<file path="config.mk">
export PLATFORM = sky130hd
export DESIGN_NAME = btta_class
export DESIGN_NICKNAME = d
export VERILOG_FILES = /design/src/rtl/boundary_tag_table_allocator_top_defines.svh /design/src/rtl/btta_class.sv
export SDC_FILE = /design/constraint.sdc
export NUM_CORES = 1
export LEC_CHECK = 0
export BUFFER_PORTS_ARGS = -buffer_cell sky130_fd_sc_hd__buf_4
export CAP_MARGIN = 0
export CORE_MARGIN = 5
export CORE_UTILIZATION = 61
export DETAILED_ROUTE_END_ITERATION = 8
export GPL_TIMING_DRIVEN = 0
export PLACE_DENSITY = 0.85
export SLEW_MARGIN = 20
export SYNTH_ARGS = -nofsm -noshare
export SYNTH_HDL_FRONTEND = slang
export SYNTH_SLANG_ARGS = --single-unit
</file>
<file path="constraint.sdc">
create_clock -name vclk -period 5.6
set_clock_uncertainty 0.15 [all_clocks]
set_input_delay 0.56 -clock vclk [all_inputs]
set_output_delay 0.56 -clock vclk [all_outputs]
set_load 0.05 [all_outputs]
</file>
<file path="src/rtl/boundary_tag_table_allocator_top_defines.svh">
// Assertion macros for the boundary tag table allocator.
// Included by the top level; no other dependencies.
`ifndef BOUNDARY_TAG_TABLE_ALLOCATOR_TOP_DEFINES_SVH
`define BOUNDARY_TAG_TABLE_ALLOCATOR_TOP_DEFINES_SVH
`ifndef SYNTH
`define BTTA_ASSERT_IMPL(label, clk, rst, ante, cons) \
   label: assert property (@(posedge clk) disable iff (rst) (ante) |-> (cons)) \
      else $error("allocator check failed");
`define BTTA_ASSERT_NEXT(label, clk, rst, ante, cons) \
   label: assert property (@(posedge clk) disable iff (rst) (ante) |=> (cons)) \
      else $error("allocator check failed");
`else
`define BTTA_ASSERT_IMPL(label, clk, rst, ante, cons)
`define BTTA_ASSERT_NEXT(label, clk, rst, ante, cons)
`endif
`endif

</file>
<file path="src/rtl/btta_class.sv">
// Size class encoder: small float with MB mantissa bits, clamped to the last bin.
// Depends on nothing but its parameters.
module btta_class #(
   parameter int SW       = 11,
   parameter int MB       = 3,
   parameter int NUM_BINS = 64,
   parameter int BW       = 6
) (
   input  logic [SW-1:0] size,
   input  logic          round_up,
   output logic [BW-1:0] bin
);
   localparam int LEAF = 1 << MB;
   localparam int HW   = $clog2(SW);
   localparam int CW   = (HW + MB + 2 > BW + 1) ? HW + MB + 2 : BW + 1;

   logic [HW-1:0] hb;
   logic [HW-1:0] start_pos;
   logic [SW-1:0] shifted;
   logic [SW-1:0] low_mask;
   logic          frac;
   logic [CW-1:0] full;

   always_comb begin
      hb = '0;
      for (int i = 0; i < SW; i++) begin
         if (size[i]) hb = HW'(i);
      end
      start_pos = hb - HW'(MB);
      shifted   = size >> start_pos;
      low_mask  = (SW'(1) << start_pos) - SW'(1);
      frac      = |(size & low_mask);
      if (size < SW'(LEAF)) begin
         full = CW'(size);
      end else begin
         full = ((CW'(start_pos) + CW'(1)) << MB) + CW'(shifted[MB-1:0])
              + CW'(round_up && frac);
      end
      bin = (full >= CW'(NUM_BINS)) ? BW'(NUM_BINS - 1) : full[BW-1:0];
   end
endmodule

</file>
==> tab_implementation.tex <==
\begin{tabular}{lr}
\hline
Metric & Value \\
\hline
\multicolumn{2}{l}{\textbf{Logic synthesis}} \\
\quad Synth top area cells & ha\_1, nor2\_1, o21ai\_0, nor2b\_1, inv\_1 \\
\quad Cells after synthesis & 165 \\
\quad Ranking of synthesized cells by instance count & nor2\_1, inv\_1, o21ai\_0 \\
\quad Post-synth cell types & 55 \\
\quad Synthesized Nets & 187 \\
\quad Most frequent cell after synthesis & nor2\_1 \\
\quad Total standard cell area after synthesis & 1080 um2 \\
\quad Post-synthesis cell type with the largest combined area & ha\_1 \\
\quad Average cell area after synthesis & 6.55 um2 \\
\quad Fraction of post-synthesis cell area in the top cell type by area & 0.116 \\
\quad Seq/Total Area, Yosys & 0 \\
\quad Synth Warn \# & 0 \\
\multicolumn{2}{l}{\textbf{Critical path}} \\
\quad Critical path required time & 4890 ps \\
\quad CP Class & in -> out \\
\quad Worst-path fanout max & 10 \\
\quad Worst path top cell family by delay & compound AO/OA/AOI/OAI gates \\
\quad Standard cell with the maximum stage delay on the critical path & a2111oi\_1 \\
\quad Worst path cell trace & buf\_2 > nor2b\_1 > a211o\_1 > a21oi\_4 > ha\_4 > xor2\_4 > inv\_4 > ha\_2 > nor2\_1 > xor2\_1 > a21oi\_1 > nor3\_1 > a2bb2oi\_1 > a2111oi\_1 > a31oi\_1 > ha\_1 > ha\_1 > and3\_1 > a31oi\_4 > a32oi\_2 > buf\_4 \\
\quad Crit path buffers/inverters & 3 \\
\quad Launch point of the worst path & size[4] \\
\quad Arrival time at the worst endpoint & 4750 ps \\
\quad Type of destination of the critical path & output pin \\
\quad CP max stage delay & 390 ps \\
\quad Cell type with the highest occurrence count on the critical path & ha\_1 \\
\quad Startpoint type of the worst setup path & input pin \\
\multicolumn{2}{l}{\textbf{STA}} \\
\quad Number of pins exceeding their max-slew limit in the final report & 0 \\
\quad Shortest clock period the worst path allows after layout & 5460 ps \\
\quad Fmax & 183 MHz \\
\quad Setup violation total in the final timing report & 0 \\
\quad Transition at the pin with the smallest max-transition slack & 463 ps \\
\quad Hold Fails Final Rpt & 0 \\
\quad Part of the cycle the worst path needs & 0.976 \\
\quad Slew HR & 0.690 \\
\multicolumn{2}{l}{\textbf{Detailed routing}} \\
\quad Vias & 1381 \\
\quad Antenna-violating nets left & 0 \\
\quad Remaining DRCs & 0 \\
\quad Violation count after the first detailed-routing iteration & 109 \\
\quad Drt via density & 6.74 \\
\quad DRT Pass-1 Iters & 5 \\
\quad DR WL/cell & 17.3 um \\
\quad Total wirelength of the detailed-routed design & 3550 um \\
\multicolumn{2}{l}{\textbf{Global route}} \\
\quad Largest net degree at the start of global routing & 11 \\
\quad Overall Global Routing Usage & 0.261 \\
\quad Number of antenna violations at the first check in global routing & 0 \\
\quad GR Overflow Total & 0 \\
\quad Wire length of the first global-routing pass & 5560 um \\
\quad Via count of the first global-routing pass & 1200 \\
\multicolumn{2}{l}{\textbf{Final layout}} \\
\quad CLK BUF & 0 \\
\quad Area of combinational cells with multiple inputs & 1060 um2 \\
\quad Fraction of final layout cells with drive strength greater than 1 & 0.239 \\
\quad FFs \& Latches & 0 \\
\quad Diode count & 0 \\
\quad Finished Cell Area & 1320 um2 \\
\quad Register Area & 0 um2 \\
\quad Filler cells & 131 \\
\quad Final net count & 204 \\
\quad Area added between synthesis and finish & 22.1\% \\
\quad Fin cells & 205 \\
\multicolumn{2}{l}{\textbf{Place}} \\
\quad Final estimated routing congestion in global placement & 0.981 \\
\quad Number of buffer cells added on primary ports & 15 \\
\quad DP Area & 1240 um2 \\
\quad Placed cell count & 205 \\
\quad Final HPWL from detailed placement & 2530 um \\
\multicolumn{2}{l}{\textbf{Power}} \\
\quad Power density over the cells & 163 nW/um2 \\
\quad Portion of total power attributed to sequential cells & 0 \\
\quad Max rail drop VDD & 0.113 mV \\
\quad Relative contribution of combinational cells to total power & 1.000 \\
\quad Fraction of power consumed by the clock network & 0 \\
\quad Tot Pwr & 215 uW \\
\quad Pint & 79.4 uW \\
\quad Switching pwr & 136 uW \\
\quad Leak & 0.000528 uW \\
\quad Switching part of the total power & 0.631 \\
\multicolumn{2}{l}{\textbf{Floorplanning}} \\
\quad Die width & 52.1 um \\
\quad I/O pins & 18 \\
\quad Starting density of the core & 0.633 \\
\quad Die Outline Area & 2710 um2 \\
\quad Count of standard-cell rows & 15 \\
\quad Placeable core region & 1710 um2 \\
\quad Height of the die & 52.1 um \\
\multicolumn{2}{l}{\textbf{Hold path}} \\
\quad Worst-case hold path end point & bin[0] \\
\quad Hold path start & size[0] \\
\quad Path type of the worst min-delay path & in -> out \\
\quad Hold Crit Depth & 4 \\
\multicolumn{2}{l}{\textbf{Flow run}} \\
\quad Count of max-cap constraint violations & 0 \\
\multicolumn{2}{l}{\textbf{Status}} \\
\quad Run status & complete, no violations \\
\multicolumn{2}{l}{\textbf{Clock network}} \\
\quad Hold buffer count at CTS & 0 \\
\hline
\end{tabular}
layout by cell type (no fill, tap or decap), types with 4 or more instances in the layout:
cell,instances
nor2_1,18
buf_4,14
inv_1,12
o21ai_0,11
nor2b_1,8
nand3_1,8
a21oi_1,8
nand2_1,8
nor3_1,7
ha_1,6
buf_2,5
nand4_1,5
xnor2_1,4
per-layer routing:
metal	vias to the layer above	wire length (um)	track usage
li1	643	-	-
met1	633	1480	0.365
met2	97	1720	0.437
met3	8	316	0.0201
met4	0	36	0.0393
met5	-	0	0
stage by stage:
stage | hold WS (ps) | util | TNS, ps | setup slack (ps)
2_1_floorplan | 1250 | - | 0 | 108
3_3_place_gp | 1420 | 0.729 | -1460 | -362
3_5_place_dp | 1420 | 0.729 | -2120 | -468
4_1_cts | 1420 | 0.749 | 0 | 9.10
5_1_grt | 1460 | 0.773 | -198 | -89.5
6_report | 1420 | 0.773 | 0 | 136
worst min-delay path: stages:
cell     delay, ps
buf_4          130
nor2_1          90
a21oi_1         50
buf_4          180
cells by family after synthesis:
logic type	Yosys count	share of synthesized area
buffers and inverters	24	0.0961
adders and majority gates	10	0.116
muxes	2	0.0185
and+or+nand+nor	68	0.338
AOI/OAI and AO/OA	55	0.376
xor gates and xnor gates	6	0.0556
final cells by class:
cell class	instances	area share
tap	25	0.0237
buffer	10	0.0398
timing repair buffer	16	0.0967
inverter	13	0.0389
multi-input combinational	141	0.801
how the worst max path moves through the flow:
stage                     endpoint  slack (ps)  cells past startpoint
after detailed placement    bin[2]        -470                     21
after CTS                   bin[2]           9                     21
final                       bin[2]         140                     21
after global routing        bin[3]         -90                     21
after floorplan             bin[1]         110                     19
after global placement      bin[2]        -360                     21
power groups by stage:
stage	Sequential (uW)	Clock, uW	Combinational [uW]
global placement	0	0	194
detailed placement	0	0	198
CTS	0	0	204
finish	0	0	215
floorplan	0	0	151
global route	0	0	229
repair_timing:
action / CTS / global route
buffers inserted: 1 / 0
pin swaps: 1 / 2
setup endpoints to repair: 6 / 6
resized for setup: 5 / 11
Power figures use the tool's default switching activity.
