File: config.mk
export PLATFORM = sky130hd
export DESIGN_NAME = btta_alu
export DESIGN_NICKNAME = d
export VERILOG_FILES = /design/src/rtl/boundary_tag_table_allocator_top_defines.svh /design/src/rtl/btta_pkg.sv /design/src/rtl/btta_alu.sv
export SDC_FILE = /design/constraint.sdc
export NUM_CORES = 1
export LEC_CHECK = 0
export BUFFER_PORTS_ARGS = -buffer_cell sky130_fd_sc_hd__buf_2
export CORE_MARGIN = 3
export CORE_UTILIZATION = 63
export DETAILED_ROUTE_END_ITERATION = 8
export PLACE_DENSITY = 0.91
export SYNTH_ARGS = -nofsm -noshare
export SYNTH_HDL_FRONTEND = slang
export SYNTH_SLANG_ARGS = --single-unit
File: constraint.sdc
create_clock -name vclk -period 7
set_input_delay 1.4 -clock vclk [all_inputs]
set_output_delay 1.4 -clock vclk [all_outputs]
set_load 0.02 [all_outputs]
File: src/rtl/boundary_tag_table_allocator_top_defines.svh
// Assertion macros for the boundary tag table allocator.
// Included by the top level; no other dependencies.
`ifndef BOUNDARY_TAG_TABLE_ALLOCATOR_TOP_DEFINES_SVH
`define BOUNDARY_TAG_TABLE_ALLOCATOR_TOP_DEFINES_SVH
`ifndef SYNTH
`define BTTA_ASSERT_IMPL(label, clk, rst, ante, cons) \
   label: assert property (@(posedge clk) disable iff (rst) (ante) |-> (cons)) \
      else $error("allocator check failed");
`define BTTA_ASSERT_NEXT(label, clk, rst, ante, cons) \
   label: assert property (@(posedge clk) disable iff (rst) (ante) |=> (cons)) \
      else $error("allocator check failed");
`else
`define BTTA_ASSERT_IMPL(label, clk, rst, ante, cons)
`define BTTA_ASSERT_NEXT(label, clk, rst, ante, cons)
`endif
`endif

File: src/rtl/btta_pkg.sv
// Shared types and default constants for the boundary tag table allocator.
// No dependencies.
package btta_pkg;
   localparam int TABLE_ELEMS_DEF   = 1024;
   localparam int FRAC_BITS_DEF     = 3;
   localparam int TOP_BINS_DEF      = 8;
   localparam int MAX_REQUEST_DEF   = 1024;

   typedef enum logic {
      OP_ALLOC   = 1'b0,
      OP_RELEASE = 1'b1
   } op_type;

   typedef enum logic [1:0] {
      ST_OK          = 2'd0,
      ST_NO_SPACE    = 2'd1,
      ST_DOUBLE_FREE = 2'd2,
      ST_BAD_SIZE    = 2'd3
   } status_type;

   typedef enum logic [1:0] {
      ALU_ADD,
      ALU_SUB,
      ALU_ADD_DEC
   } alu_op_type;

   typedef enum logic [1:0] {
      MASK_KEEP,
      MASK_SET,
      MASK_CLEAR
   } mask_op_type;

   typedef enum logic [4:0] {
      S_CLEAR, S_IDLE,
      S_A_FIND, S_A_HEAD, S_A_SIZE, S_A_FIT, S_A_POP, S_A_MARK, S_A_REM, S_A_REM2,
      S_F0, S_F1, S_F2,
      S_R0, S_R1, S_R2, S_R3, S_RN0, S_RN1, S_RN2,
      S_U0, S_U1,
      S_DONE
   } state_type;
endpackage

File: src/rtl/btta_alu.sv
// Shared adder/subtractor of the allocator sequencer.
// Depends on btta_pkg.
module btta_alu import btta_pkg::*; #(
   parameter int W = 12
) (
   input  alu_op_type     op,
   input  logic [W-1:0]   a,
   input  logic [W-1:0]   b,
   output logic [W:0]     res
);
   always_comb begin
      unique case (op)
         ALU_ADD:     res = {1'b0, a} + {1'b0, b};
         ALU_SUB:     res = {1'b0, a} - {1'b0, b};
         ALU_ADD_DEC: res = {1'b0, a} + {1'b0, b} - (W+1)'(1);
         default:     res = '0;
      endcase
   end
endmodule

==> flow_metrics.env, run 1 <==
export IMPL_crit_path_cell_trace="buf_2 > ha_1 > fa_1 > nor2b_1 > o31a_1 > xnor2_1 > and4_1 > nand4_1 > or4_4 > or4b_1 > nand3_1 > buf_2"
export IMPL_yosysSeqAreaShare_pct=0
export IMPL_synthCells=235
export IMPL_setup_tns_ns=0
export IMPL_postCtsHoldBufs=0
export IMPL_final_common_cell="buf_2"
export IMPL_outcome="complete, no violations"
export IMPL_cp_num_buf_inv=2
export IMPL_hold_viol_final=0
export IMPL_placedCellCount=293
export IMPL_drt_pass1_iter_count=4
export IMPL_timing_slew_headroom_pct=62.5
export IMPL_grt_max_degree=32
export IMPL_ys_types=57
export IMPL_diodes=0
export IMPL_p_leak_nw=0.851
export IMPL_powerDensity_nw_per_um2=113
export IMPL_cp_top_family="simple AND/OR/NAND/NOR gates"
export IMPL_routed_wl_um=3850
export IMPL_holdPathStages=4
export IMPL_fin_crit_ns=5.89
export IMPL_cpMostUsedCell="buf_2"
export IMPL_fmax_mhz=170
export IMPL_worst_slew_pin_slew_ns=0.555
export IMPL_grt_ovfl_total=0
export IMPL_end_kind="output port"
export IMPL_crit_slowest_cell="or4b_1"
export IMPL_layout_common_cells="39 x buf_2, 25 x ha_1, 23 x inv_1"
export IMPL_yosys_warnings=0
export IMPL_num_clock_buffers=0
export IMPL_nets=318
export IMPL_grt_usage_pct=23.9
export IMPL_cpPeakStageDelay_ns=0.51
export IMPL_fp_dieArea_sq_um=3350
export IMPL_n_sequential_cell=0
export IMPL_worstSetupStartpointType="input pin"
export IMPL_rows=18
export IMPL_syn_area_sq_um=1690
export IMPL_postPlaceCellArea_sq_um=1840
export IMPL_die_h_um=57.9
export IMPL_path_class="in2out"
export IMPL_cp_depth=12
export IMPL_area_delta_synth_final_pct=8.64
export IMPL_ioPinCount=39
export IMPL_drtAntennaViolNets=0
export IMPL_syn_num_nets=288
export IMPL_initial_core_util_pct=67.2
export IMPL_setup_viol=0
export IMPL_arrival_ns=4.49
export IMPL_drcViolationCount=0
export IMPL_worstSetupEndpoint="res[12]"
export IMPL_drv_cap=0
export IMPL_grt_pass1_vias=1568
export IMPL_slew_viol_final=0
export IMPL_gp_congestion=0.858
export IMPL_syn_avg_cell_area_sq_um=7.21
export IMPL_post_cts_buffers=0
export IMPL_crit_fanout=4
export IMPL_final_cells=293
export IMPL_hp_class="in2out"
export IMPL_multiInputGateArea_sq_um=1520
export IMPL_grt_pass1_wl_um=6680
export IMPL_worstPathRequired_ns=5.60
export IMPL_crit_path_start="a[0]"
export IMPL_dr_total_vias=1764
export IMPL_ctsResizeCount=0
export IMPL_fillCellCount=224
export IMPL_rsz0062_at_grt="no"
export IMPL_dp_hpwl_um=3180
export IMPL_layout_drive_gt1_share_pct=19.4
export IMPL_seq_area_sq_um=0
export IMPL_drtIter0Drc=118
export IMPL_ir_worst_vdd_mv=0.0782
export IMPL_dieWidth_um=57.9
export IMPL_design_area_sq_um=1840
export IMPL_finalCritPeriodShare_pct=84.2
export IMPL_portBuffers=39
export IMPL_core_area_sq_um=2520
export IMPL_post_drt_wl_per_cell_um=13.1
export IMPL_post_drt_via_cell_ratio=6.02
export IMPL_antenna_found_initial=0
==> cells by family (layout without fill, tap and decap cells) <==
logic type	Yosys count	count (layout)	share of synthesized area, %
muxes	4	4	2.36
AOI/OAI and AO/OA	68	68	28.0
xor gates and xnor gates	20	20	10.3
adders and majority gates	27	27	20.8
and+or+nand+nor	81	81	28.1
buffers and inverters	35	63	10.4
==> cell usage after synthesis (2+ instances only) <==
cell type / n / area, sq um
a211oi_1: 2 / 15.0
a21oi_1: 14 / 70.1
and3_1: 3 / 18.8
buf_4: 2 / 15.0
buf_6: 5 / 56.3
clkbuf_1: 4 / 15.0
fa_1: 2 / 40.0
ha_1: 25 / 313
inv_1: 23 / 86.3
mux2i_1: 4 / 40.0
nand2_1: 12 / 45.0
nand2b_1: 7 / 43.8
nand3_1: 8 / 40.0
nand3b_1: 4 / 30.0
nor2_1: 13 / 48.8
nor2b_1: 9 / 56.3
nor3_1: 5 / 25.0
nor4_1: 4 / 25.0
o211ai_1: 3 / 22.5
o21a_1: 5 / 37.5
o21ai_0: 19 / 95.1
o22ai_1: 6 / 37.5
o41ai_1: 2 / 17.5
or2_2: 2 / 12.5
or4_1: 2 / 15.0
xnor2_1: 17 / 149
xor2_1: 3 / 26.3
==> cell type report <==
| class | instances | area share, % |
|---|---|---|
| inverters | 24 | 4.89 |
| multi-input cells | 200 | 82.5 |
| well taps | 30 | 2.04 |
| repair buffers | 39 | 10.6 |
==> worst min-delay path by stage <==
stage / start / endpoint / slack (ns)
6_report: b[0] / res[0] / 3.31
5_1_grt: b[0] / res[0] / 3.35
4_1_cts: b[0] / res[0] / 3.31
3_5_place_dp: b[0] / res[0] / 3.30
3_3_place_gp: b[0] / res[0] / 3.30
2_1_floorplan: op[0] / res[2] / 3.04
==> layer usage <==
layer / GRT usage (%) / up-vias / part of all wire [%]
li1: - / 902 / -
met1: 34.1 / 817 / 49
met2: 42.3 / 41 / 47
met4: 1.32 / 0 / 0.31
met5: 0 / - / 0
met3: 0.223 / 4 / 2.9
==> report_power, final <==
part / internal (mW) / total, mW / leakage, nW / switching, mW
Clock: 0 / 0 / 0 / 0
Combinational: 0.0844 / 0.208 / 0.851 / 0.124
Sequential: 0 / 0 / 0 / 0
==> per-stage QoR <==
stage	worst slack [ns]	util [%]	total power, mW	hold WS [ns]
global route	0.929	73.0	0.229	3.35
global placement	1.21	73.0	0.200	3.30
floorplan	1.55	-	0.162	3.04
detailed placement	1.16	73.0	0.205	3.30
finish	1.11	73.0	0.208	3.31
CTS	1.14	73.0	0.206	3.31
(Power assumes the default switching activity.)
==> run 2: changes to the inputs <==
- CORE_UTILIZATION: 63 -> 53
- PLACE_DENSITY: 0.91 -> 0.82
- clock period: 7 -> 4.8 ns (I/O delays scaled with it)
==> flow_metrics.env, run 2 (synthesis gave the netlist of run 1 again) <==
export IMPL_worstSetupStartpointType="input pin"
export IMPL_grt_max_degree=32
export IMPL_final_cells=318
export IMPL_n_sequential_cell=0
export IMPL_fmax_mhz=207
export IMPL_placedCellCount=318
export IMPL_gp_congestion=0.896
export IMPL_drcViolationCount=0
export IMPL_fin_crit_ns=4.82
export IMPL_violations="setup timing"
export IMPL_drtAntennaViolNets=0
export IMPL_nets=331
export IMPL_p_total_uw=343
export IMPL_hold_viol_final=0
export IMPL_timing_slew_headroom_pct=67.8
export IMPL_min_to="res[0]"
export IMPL_end_kind="output port"
export IMPL_timing_final_ws_setup_ns=-0.0239
export IMPL_grt_pass1_vias=1614
export IMPL_finalCritPeriodShare_pct=100
export IMPL_num_clock_buffers=0
export IMPL_arrival_ns=3.86
export IMPL_diodes=0
export IMPL_area_delta_synth_final_pct=21.6
export IMPL_postCtsHoldBufs=0
export IMPL_dr_total_vias=1832
export IMPL_drv_cap=0
export IMPL_ir_worst_vdd_mv=0.0765
export IMPL_post_cts_buffers=0
export IMPL_worst_slew_pin_slew_ns=0.483
export IMPL_outcome="finished with violations"
export IMPL_grt_usage_pct=20.0
export IMPL_hp_class="in2out"
export IMPL_grt_ovfl_total=0
export IMPL_core_area_sq_um=2900
export IMPL_path_class="in2out"
export IMPL_fp_dieArea_sq_um=3910
export IMPL_portBuffers=39
export IMPL_crit_fanout=3
export IMPL_ioPinCount=39
export IMPL_post_drt_wl_per_cell_um=13.4
export IMPL_powerDensity_nw_per_um2=166
export IMPL_min_from="b[0]"
export IMPL_rsz0062_at_grt="yes"
export IMPL_slew_viol_final=0
export IMPL_layout_drive_gt1_share_pct=28.3
export IMPL_die_h_um=62.5
export IMPL_grt_pass1_wl_um=6910
export IMPL_post_drt_via_cell_ratio=5.76
export IMPL_layout_common_cells="36 x buf_2, 23 x inv_1, 23 x ha_1"
export IMPL_routed_wl_um=4250
export IMPL_drtIter0Drc=110
export IMPL_p_leak_nw=0.952
export IMPL_worstPathRequired_ns=3.84
export IMPL_hold_ws_ns=2.43
export IMPL_initial_core_util_pct=58.4
export IMPL_antenna_found_initial=0
export IMPL_holdPathStages=4
export IMPL_rows=19
export IMPL_seq_area_sq_um=0
export IMPL_setup_viol=1
export IMPL_postPlaceCellArea_sq_um=1950
export IMPL_dieWidth_um=62.5
export IMPL_dp_hpwl_um=3330
export IMPL_drt_pass1_iter_count=4
export IMPL_design_area_sq_um=2060
export IMPL_final_common_cell="buf_2"
==> run 2: changes by cell type in the layout (fill, tap and decap cells not counted), moves of 2 or more <==
cell	previous run	this run
xnor2_2	0	3
buf_2	39	36
buf_6	0	2
ha_1	25	23
xnor2_1	17	14
buf_4	0	13
==> run 2: routing by layer <==
| layer | GRT usage (%) | wire length [um] | vias up |
|---|---|---|---|
| li1 | - | - | 924 |
| met1 | 28.6 | 1990 | 858 |
| met2 | 33.8 | 2060 | 46 |
| met3 | 1.08 | 173 | 4 |
| met4 | 2.20 | 24 | 0 |
| met5 | 0 | 0 | - |
==> run 2: repair_timing <==
item,4_1_cts,5_1_grt
setup endpoints to repair,1,3
pin swaps,2,8
resized for setup,2,22
endpoints found under the hold margin,0,0
==> run 2: critical path: stages <==
cell	delay [ns]
buf_8	0.10
ha_4	0.17
fa_2	0.36
nor2b_4	0.14
o31a_1	0.35
xnor2_2	0.17
and4_1	0.25
nand4_1	0.14
or4_4	0.52
or4b_4	0.49
nand3_2	0.09
buf_6	0.12
==> run 2: cell type report <==
| class | count | area (sq um) |
|---|---|---|
| Fill cell | 253 | 840 |
| Inverter | 24 | 90.1 |
| Multi-Input combinational cell | 200 | 1600 |
| Tap cell | 42 | 52.6 |
| Timing Repair Buffer | 52 | 315 |
==> run 2: worst max-delay path by stage <==
stage	from	end	slack, ns	depth (start not counted)
global placement	a[0]	res[12]	0.05	12
finish	b[0]	res[12]	-0.02	12
floorplan	a[0]	res[12]	0.23	10
CTS	b[0]	res[12]	0.02	12
detailed placement	a[0]	res[12]	-0.03	12
global route	b[0]	res[12]	-0.12	12
==> run 2: power breakdown <==
| part | total, mW | internal, mW | switching [mW] |
|---|---|---|---|
| Clock | 0 | 0 | 0 |
| Sequential | 0 | 0 | 0 |
| Combinational | 0.343 | 0.150 | 0.193 |
==> run 2: through the flow <==
stage                     setup WS [ns]  setup TNS [ns]  util [%]
after floorplan                   0.225               0         -
after global placement           0.0520               0      67.3
after detailed placement        -0.0266         -0.0266      67.3
after CTS                        0.0242               0      67.5
after global routing             -0.118          -0.170      71.1
final                           -0.0239         -0.0239      71.1
